## src/rtl/assert_macros.svh

```systemverilog
// Assertion helpers for the watchdog interval timer.
// Each macro expects a signal named clk in the enclosing scope; WIT_ASSERT_IMP also expects rst.
`ifndef ASSERT_MACROS_SVH
`define ASSERT_MACROS_SVH

// Same-cycle implication, quiet during reset.
`define WIT_ASSERT_IMP(label, a, b) \
  label: assert property (@(posedge clk) disable iff (rst) (a) |-> (b)) \
    else $error("watchdog interval timer: check failed");

// Next-cycle implication, checked through reset as well.
`define WIT_ASSERT_NEXT(label, a, b) \
  label: assert property (@(posedge clk) (a) |=> (b)) \
    else $error("watchdog interval timer: check failed");

`endif

```

## src/rtl/wit_pkg.sv

```systemverilog
// ---------------------------------------------------------------------------
// wit_pkg
// Types, codes and constants shared by the watchdog interval timer modules.
// ---------------------------------------------------------------------------
`default_nettype none
package wit_pkg;

  localparam int INCREMENT_BITS = 16;
  localparam int COUNT_W        = 31;

  localparam logic [15:0] INC_MASK = 16'((32'd1 << INCREMENT_BITS) - 32'd1);

  // function codes
  localparam logic [1:0] FUNC_TICK      = 2'd0;
  localparam logic [1:0] FUNC_WRITE     = 2'd1;
  localparam logic [1:0] FUNC_READ_WORD = 2'd2;
  localparam logic [1:0] FUNC_READ_LOW  = 2'd3;

  localparam logic [7:0]  KEY_WRITE = 8'h5a;
  localparam logic [7:0]  KEY_READ  = 8'h69;
  localparam logic [15:0] CW_RESET  = 16'h0080;
  localparam logic [15:0] CW_CLEAR  = 16'h0008;

  localparam int CW_HOLD_BIT = 7;
  localparam int CW_MODE_BIT = 4;

  typedef struct packed {
    logic [1:0]  func;
    logic [15:0] write_value;
    logic [15:0] fast_clock_increment;
    logic [15:0] slow_clock_increment;
    logic        irq_enable;
  } wit_item_t;

  typedef struct packed {
    logic        set_flag;
    logic        interval_irq;
    logic        watchdog_reset_irq;
    logic        chip_reset_request;
    logic [15:0] read_data;
  } wit_result_t;

  function automatic logic [COUNT_W-1:0] interval_of(input logic [2:0] sel);
    logic [COUNT_W-1:0] v;
    unique case (sel)
      3'd0:    v = COUNT_W'(32'd1073741824);
      3'd1:    v = COUNT_W'(32'd16777216);
      3'd2:    v = COUNT_W'(32'd8388608);
      3'd3:    v = COUNT_W'(32'd524288);
      3'd4:    v = COUNT_W'(32'd32768);
      3'd5:    v = COUNT_W'(32'd8192);
      3'd6:    v = COUNT_W'(32'd512);
      default: v = COUNT_W'(32'd64);
    endcase
    return v;
  endfunction

endpackage
`default_nettype wire

```

## src/rtl/wit_core.sv

```systemverilog
// ---------------------------------------------------------------------------
// wit_core
// Input word register, control word and count state, and the per-word
// tick / write / read logic that feeds the result register.
// ---------------------------------------------------------------------------
`default_nettype none
module wit_core (
  input  wire                  clk,
  input  wire                  rst,
  input  wire                  in_valid,
  output logic                 in_ready,
  input  wire wit_pkg::wit_item_t in_item,
  input  wire                  res_ready,
  output logic                 res_load,
  output wit_pkg::wit_result_t res
);
  import wit_pkg::*;

  logic               held_valid;
  wit_item_t          held;
  logic [15:0]        control_word;
  logic [15:0]        control_word_next;
  logic [COUNT_W-1:0] tick_count;
  logic [COUNT_W-1:0] tick_count_next;
  logic [15:0]        inc;
  logic [COUNT_W-1:0] sum;
  logic [COUNT_W-1:0] interval;

  assign res_load = held_valid & res_ready;
  assign in_ready = ~held_valid | res_ready;

  always_ff @(posedge clk) begin
    if (rst) begin
      held_valid <= 1'b0;
    end else if (in_ready) begin
      held_valid <= in_valid;
    end
  end

  always_ff @(posedge clk) begin
    if (in_ready && in_valid) begin
      held <= in_item;
    end
  end

  assign inc = ((control_word[6:5] == 2'd0) ? held.fast_clock_increment
                                            : held.slow_clock_increment) & INC_MASK;
  assign sum      = tick_count + {{(COUNT_W-16){1'b0}}, inc};
  assign interval = interval_of(control_word[2:0]);

  always_comb begin
    control_word_next = control_word;
    tick_count_next   = tick_count;
    res               = '0;
    unique case (held.func)
      FUNC_TICK: begin
        if (!control_word[CW_HOLD_BIT]) begin
          if (sum > interval) begin
            res.set_flag = 1'b1;
            if (!control_word[CW_MODE_BIT]) begin
              res.watchdog_reset_irq = 1'b1;
            end else begin
              res.interval_irq = held.irq_enable;
            end
            tick_count_next = sum - interval;
          end else begin
            tick_count_next = sum;
          end
        end
      end
      FUNC_WRITE: begin
        if (held.write_value[15:8] != KEY_WRITE) begin
          res.chip_reset_request = 1'b1;
        end else begin
          if ((held.write_value & CW_CLEAR) != 16'd0) begin
            tick_count_next = '0;
          end
          control_word_next = held.write_value & ~CW_CLEAR;
        end
      end
      FUNC_READ_WORD: begin
        res.read_data = {KEY_READ, control_word[7:0] & 8'hf7};
      end
      FUNC_READ_LOW: begin
        res.read_data = {8'h00, control_word[7:0]};
      end
      default: begin
        res = '0;
      end
    endcase
  end

  always_ff @(posedge clk) begin
    if (rst) begin
      control_word <= CW_RESET;
      tick_count   <= '0;
    end else if (res_load) begin
      control_word <= control_word_next;
      tick_count   <= tick_count_next;
    end
  end

endmodule
`default_nettype wire

```

## src/rtl/wit_out_reg.sv

```systemverilog
// ---------------------------------------------------------------------------
// wit_out_reg
// Result register toward the master side; holds a word until it is taken.
// ---------------------------------------------------------------------------
`default_nettype none
module wit_out_reg (
  input  wire                  clk,
  input  wire                  rst,
  input  wire                  load,
  input  wire wit_pkg::wit_result_t res,
  output logic                 can_load,
  output logic                 out_valid,
  input  wire                  out_ready,
  output wit_pkg::wit_result_t out_res
);
  import wit_pkg::*;

  assign can_load = ~out_valid | out_ready;

  always_ff @(posedge clk) begin
    if (rst) begin
      out_valid <= 1'b0;
    end else if (load) begin
      out_valid <= 1'b1;
    end else if (out_ready) begin
      out_valid <= 1'b0;
    end
  end

  always_ff @(posedge clk) begin
    if (load) begin
      out_res <= res;
    end
  end

endmodule
`default_nettype wire

```

## src/rtl/watchdog_interval_timer.sv

```systemverilog
// Path: a word accepted goes into the input word register in the core,
// and its result then into the result register toward the master side.
// Throughput: one tick or access per cycle unless m_tready stalls; the
// count and control word update in the single stage between them.
// Reset: control word 0x0080 (hold set), count zero, both registers empty.
// ---------------------------------------------------------------------------
// watchdog_interval_timer
// Password-protected watchdog / interval timer on a stream interface.
// ---------------------------------------------------------------------------
`default_nettype none
`include "assert_macros.svh"
module watchdog_interval_timer (
  input  wire         clk,
  input  wire         rst,
  input  wire         s_tvalid,
  output logic        s_tready,
  // [15:0] write_value, [31:16] fast_clock_increment,
  // [47:32] slow_clock_increment, [48] irq_enable, [55:49] zero
  input  wire  [55:0] s_tdata,
  // [1:0] func
  input  wire  [1:0]  s_tuser,
  output logic        m_tvalid,
  input  wire         m_tready,
  // [15:0] read_data, [16] chip_reset_request, [17] watchdog_reset_irq,
  // [18] interval_irq, [19] set_flag, [23:20] zero
  output logic [23:0] m_tdata
);
  import wit_pkg::*;

  wit_item_t   item;
  wit_result_t res;
  wit_result_t out_res;
  logic        res_load;
  logic        can_load;

  assign item.func                 = s_tuser;
  assign item.write_value          = s_tdata[15:0];
  assign item.fast_clock_increment = s_tdata[31:16];
  assign item.slow_clock_increment = s_tdata[47:32];
  assign item.irq_enable           = s_tdata[48];

  wit_core u_core (
    .clk       (clk),
    .rst       (rst),
    .in_valid  (s_tvalid),
    .in_ready  (s_tready),
    .in_item   (item),
    .res_ready (can_load),
    .res_load  (res_load),
    .res       (res)
  );

  wit_out_reg u_out (
    .clk       (clk),
    .rst       (rst),
    .load      (res_load),
    .res       (res),
    .can_load  (can_load),
    .out_valid (m_tvalid),
    .out_ready (m_tready),
    .out_res   (out_res)
  );

  assign m_tdata = {4'b0000, out_res};

  `WIT_ASSERT_IMP(a_irq_sets_flag, m_tvalid && (m_tdata[17] || m_tdata[18]), m_tdata[19])
  `WIT_ASSERT_IMP(a_irq_exclusive, m_tvalid, !(m_tdata[17] && m_tdata[18]))
  `WIT_ASSERT_IMP(a_bad_key_alone, m_tvalid && m_tdata[16], m_tdata[19:17] == 3'd0)
  `WIT_ASSERT_NEXT(a_reset_empty, rst, !m_tvalid)

endmodule
`default_nettype wire
```

## config.mk

```make
export PLATFORM = sky130hd
export DESIGN_NAME = watchdog_interval_timer
export DESIGN_NICKNAME = d
export VERILOG_FILES = /design/src/rtl/wit_pkg.sv /design/src/rtl/wit_core.sv /design/src/rtl/wit_out_reg.sv /design/src/rtl/watchdog_interval_timer.sv
export VERILOG_INCLUDE_DIRS = /design/src /design/src/rtl
export SDC_FILE = /design/constraint.sdc
export NUM_CORES = 1
export LEC_CHECK = 0
export ABC_AREA = 1
export BUFFER_PORTS_ARGS = -buffer_cell sky130_fd_sc_hd__buf_4
export CAP_MARGIN = 20
export CORE_MARGIN = 4
export CORE_UTILIZATION = 45
export DETAILED_ROUTE_END_ITERATION = 6
export PLACE_DENSITY = 0.76
export SETUP_SLACK_MARGIN = 0.4
export SLEW_MARGIN = 20
export SYNTH_ARGS = -nofsm -noshare
export SYNTH_HDL_FRONTEND = slang
export SYNTH_SLANG_ARGS = --single-unit
```

## constraint.sdc

```tcl
create_clock -name clk -period 5.5 [get_ports clk]
set_input_delay 1.1 -clock clk [delete_from_list [all_inputs] [get_ports clk]]
set_output_delay 1.1 -clock clk [all_outputs]
set_load 0.1 [all_outputs]
```

-- Yosys cells after proc, flatten, opt, wreduce, memory -nomap -nowiden
Index checks and enable logic that the tools add are counted.
- logic and storage cells: 64
- flip-flop bits (word level): 111
- output and inout port bits: 26
- input port bits: 62
- add/sub/neg operators: 2
- reductions and logical operators: 11
- $lt $le $gt $ge: 1
- multiplexer cells: 14
- bitwise operators: 9
- equal/unequal tests: 13
- operators with widths (operator ; number):
    $pmux 31 s7 ; 1
    $mux 31 ; 4
    $pmux 31 s2 ; 1
    $add 31x16->31 ; 1
    $gt 31x31->1 ; 1
    $sub 31x31->31 ; 1
    $pmux 15 s2 ; 1
    $mux 16 ; 1
    $eq 3x3->1 const B ; 3
    $ne 8x7->1 const B ; 1
    $eq 3x2->1 const B ; 2
    $not 1->1 ; 6
    $mux 1 ; 5
    $reduce_and 5->1 ; 1
    $eq 2x2->1 const B ; 2
    $logic_not 2->1 ; 2
    $ne 2x2->1 const B ; 2
    $reduce_bool 2->1 ; 2
    $reduce_or 4->1 ; 1
    $eq 3x1->1 const B ; 1
    $logic_not 3->1 ; 1
    $mux 3 ; 1
    $reduce_and 3->1 ; 1
    $reduce_or 3->1 ; 1
    6 further kinds ; 7

-- Depth between registers and ports, before layout
- depth in word-level cells: 7
- depth in mapped cells: 29
- depth with buffers taken out: 28

-- By module
Synthesis repeated with hierarchy kept, for this count alone.
- cell total of the unflattened synthesis: 1044
- area, all modules: 7803.7 sq um
- by module, submodules not included (module ; cells an instance ; instances ; area each (sq um) ; seq. area each (sq um)):
    wit_core ; 1014 ; 1 ; 7126.8 ; 2312.2
    wit_out_reg ; 25 ; 1 ; 643.1 ; 620.6
    watchdog_interval_timer ; 5 ; 1 ; 33.8 ; 0.0

-- Worst setup path after synthesis
Ideal clock, no wire load.
- kind: register -> register
- start point: register u_core.control_word[5]
- end point: register u_out.out_res[17] (netlist name)
- cell stages (with the launch flop): 26
- library setup time: 255 ps
- clock period less this slack: 4450 ps
- path buffers: 2
- required time: 5245 ps
- data arrival time: 4196 ps
- setup slack: 1050 ps
- path through: dfxtp_1 > nor2_1 > clkbuf_1 > mux2_2 > ha_1 > nand2_1 > nand3_1 > nand3_1 > nand3_2 > inv_1 > o21ai_0 > inv_1 > nor2_1 > xor2_1 > inv_1 > ha_1 > nand3_1 > nor2_4 > inv_2 > nor3_2 > nand3_2 > nand2_4 > inv_4 > buf_6 > nand3_1 > nor2_1
- cells in the longest elaborated chain, start to end: 6
- ends and longest elaborated chain (element ; line ; RTL):
    from (decl) ; wit_core.sv:21 ; logic [15:0] control_word;
    from (signal assigned) ; wit_core.sv:98 ; control_word <= control_word_next;
    $logic_not 2->1 ; wit_core.sv:46 ; assign inc = ((control_word[6:5] == 2'd0) ? held.fast_clock_increment
    $mux 16 ; wit_core.sv:46 ;
    $add 31x16->31 ; wit_core.sv:48 ; assign sum = tick_count + {{(COUNT_W-16){1'b0}}, inc};
    $gt 31x31->1 ; wit_core.sv:58 ; if (sum > interval) begin
    $not 1->1 (no line) ; n/a ;
    $reduce_or 3->1 (no line) ; n/a ;
No other way between the ends.
A chain may end at the register's enable or synchronous reset.

-- Final worst setup path
- start point: register u_core.control_word[6]
- end point: register u_core.tick_count[10]
- cells in the longest elaborated chain, start to end: 7
- elaborated cells on any way between the ends: 8
- those cells by class: 2 x add/sub; 1 x order compare; 4 x mux; 1 x reduce/logical
- ends and longest elaborated chain (element ; line ; RTL):
    $logic_not 2->1 * ; wit_core.sv:46 ;
    $mux 16 * ; wit_core.sv:46 ;
    $add 31x16->31 * ; wit_core.sv:48 ;
    $sub 31x31->31 or $gt 31x31->1 (tied branches) ; wit_core.sv:65, wit_core.sv:58 ;
    $mux 31 * ; wit_core.sv:58 ;
    $mux 31 * ; wit_core.sv:57 ; if (!control_word[CW_HOLD_BIT]) begin
    $pmux 31 s2 * ; wit_core.sv:55 ; unique case (held.func)
    to (signal assigned) ; wit_core.sv:99 ; tick_count <= tick_count_next;
    to (decl) ; wit_core.sv:23 ; logic [COUNT_W-1:0] tick_count;
Mark *: on every way between the ends. The rest lies on a longest branch, timed or not. The select of a mux whose other input is x is not followed.

==> run metrics <==
Vias=around 6700; Area contributors post-synth=edfxtp_1 (26%), nand2_1 (18%), dfxtp_1 (11%); Worst Path Arrival=around 5.1 ns; Total Die Area=between 15000 and 20000 µm²; # diodes=0; Cells after Synth=approximately 1000; number of max-cap violations=0; worst vdd rail ir drop=between 0.15 and 0.2 mV; Post-Synthesis Cell Area=just over 7000 µm²; grt total ovfl=0; pwr/cell area=roughly 210 nW/µm²; Worst EP required=roughly 5.8 ns; DIE WIDTH=135 µm; cell taking the most area after synthesis=edfxtp_1; Setup crit end kind=flop; commonest non-fill, non-tap cell in the layout=nand2_1; Clock Tree Root=clkbuf_16; antenna violations before repair=0; Core Region=between 15000 and 20000 µm²; Main synth FF type=edfxtp_1; commonest non-fill, non-tap cells in the layout=nand2_1 (352), inv_1 (165), nand3_1 (94); Initial Util=0.458; final cell count without fillers=roughly 1300; status=completed; fill cell count=~1600; hold buffers post-CTS=0; Avg Cell Area, Syn=between 6 and 7 µm²; period utilization=0.882; critical path type=flop to flop; Slew Limit Fails=0; # IOs=88; final-report setup violation count=0; share of the synthesized area in the top cell type=0.261; Critical Path Start Type=flop; Final Hold Vio Count=0; hold crit path type=flop to flop; r2r worst-path depth=23; first-pass GRT wire length=30.0 mm; Final nets=1200; Final min period=between 4 and 5 ns; Fin Setup TNS=0 ns; RSZ-0062 raised after global routing=no; clk_lat worst skew=about 0.35 ns; worst-path fanout max=25; sequential share of the synthesized area=0.371; leakage=0.00412 µW; DRC Markers=0; Min Hold Slack=between 0.4 and 0.5 ns; EDFF count, synth=63; vias in the first global route=6268; Wirelength per Cell=about 14 µm; final WL=about 19 mm; worst hold stages=1; Num CTS Buffers=9; measured slew at the worst slew-check pin=between 0.9 and 1 ns; largest net degree at the start of global routing=between 50 and 60; placed insts=between 1000 and 1500; htree depth=3; clock skew=approximately 0.011 ns; slew margin rel.=0.335; clock slew at reported path FFs=approximately 0.08 ns; die height=around 130 µm; share of layout cells above drive strength 1=0.140; Final ANT Viol Nets=0; Cell Rows=46; fin util=0.523; buffer depth of the longest clock path=2; input/output buffers=between 70 and 80; synthesis warning total=0; number of distinct library cells after synthesis=39; Fmax=about 210 MHz; Seq cells post-synth=approximately 100; DP HPWL=14.4 mm; CTS Sinks=around 100; Via density=a little over 5; CTS tree=built; DR iter-0 viols=483; GPL Wtd Cong=just under 1; fraction of registers with async set/reset=0; P&R area growth vs syn=14.2%; TritonRoute pass-1 iters=5; total track usage=0.207
## where the power goes
part / leakage, µW / internal [µW] / switching, µW
Sequential: 0.000928 / 850 / 9.27
Combinational: 0.00306 / 77.7 / 186
Clock: 0.000133 / 315 / 304
Total: 0.00412 / 1240 / 499
## kinds of logic (layout without fill, tap and decap cells)
| kind of cell | count (synthesis) | count (layout) | synth area share |
|---|---|---|---|
| other | 1 | 9 | 0.000517 |
| AO/OA/AOI/OAI | 63 | 63 | 0.0459 |
| XOR/XNOR | 26 | 26 | 0.0314 |
| flip-flops | 103 | 103 | 0.371 |
| adder cells (fa/ha/maj) | 26 | 26 | 0.0459 |
| multiplexers | 15 | 15 | 0.0233 |
| AND/OR/NAND/NOR | 611 | 612 | 0.368 |
| buffers and inverters | 201 | 263 | 0.114 |
## worst max-delay path, stage by stage (launching register included)
cell and delay [ns]:
dfxtp_1 0.33, nor2_1 0.14, buf_6 0.22, mux2_2 0.36, ha_1 0.39, nand2_1 0.13, nor2_1 0.22, nand2_1 0.10
nor2_1 0.12, nand2_1 0.07, nand3_1 0.13, nand3_1 0.11, xnor2_1 0.17, ha_1 0.44, nand4_1 0.13, nor4_1 0.35
nand2_1 0.11, nor3_2 0.35, nand3_4 0.21, nand2_8 0.20, inv_8 0.11, nand2_1 0.07, nand3_1 0.14, a21oi_1 0.16
## cells in the mapped netlist, drive strengths merged, types with 2 or more instances
| cell type | number |
|---|---|
| nand2 | 368 |
| dfxtp | 40 |
| nand4 | 19 |
| nor4 | 9 |
| edfxtp | 63 |
| buf | 19 |
| inv | 172 |
| or2 | 2 |
| xor2 | 23 |
| o21bai | 2 |
| nand3b | 2 |
| mux2 | 15 |
| ha | 25 |
| o21ai | 10 |
| nand3 | 100 |
| xnor2 | 3 |
| nor2 | 94 |
| a21oi | 47 |
| clkbuf | 10 |
| nor3 | 16 |
## final timing paths
kind                                       startpoint                                  end  slack, ns
setup / recovery  u_core.control_word[6]$_SDFFE_PP0P_   u_core.tick_count[10]$_SDFFE_PP0P_       0.65
hold / removal              u_core.held[40]$_DFFE_PP_  u_core.control_word[7]$_SDFFE_PP1P_       0.46
setup reg to reg  u_core.control_word[6]$_SDFFE_PP0P_   u_core.tick_count[10]$_SDFFE_PP0P_       0.65
hold reg to reg             u_core.held[40]$_DFFE_PP_  u_core.control_word[7]$_SDFFE_PP1P_       0.46
## routing by layer
layer | up-vias | routed length (µm) | track usage
li1 | 3436 | - | -
met1 | 3034 | 8060 | 0.269
met2 | 203 | 8970 | 0.345
met3 | 42 | 1140 | 0.0328
met4 | 0 | 620 | 0.0843
met5 | - | 0 | 0
## flip-flops by register name, indices dropped and copies added (netlist names)
register / count
u_out.out_valid: 1
u_core.tick_count: 31
u_out.out_res: 12
u_core.held_valid: 1
u_core.control_word: 7
u_core.held: 51
## layout make-up
class	instances	area (µm²)	share of cell area
inverter	172	653	0.0789
timing repair buffer	75	567	0.0685
clock inverter	6	55.1	0.00665
clock buffer	10	229	0.0277
tap	216	270	0.0326
sequential	103	2690	0.325
multi-input combinational	751	3810	0.460
## what timing repair did
action,CTS,global route
gates resized for setup,1,9
setup buffers,0,0
setup endpoints to repair,2,27
pin swaps,0,1
cloned,0,1
## through the flow
step / total power [µW] / instance area, µm² / setup slack (ns)
after global routing: 1820 / 8280 / 0.428
after global placement: 1130 / 7940 / 0.424
after detailed placement: 1140 / 7940 / 0.378
after CTS: 1750 / 8230 / 0.421
final: 1740 / 8280 / 0.650
after floorplan: 1070 / 7280 / 1.05
(Power assumes the default switching activity.)
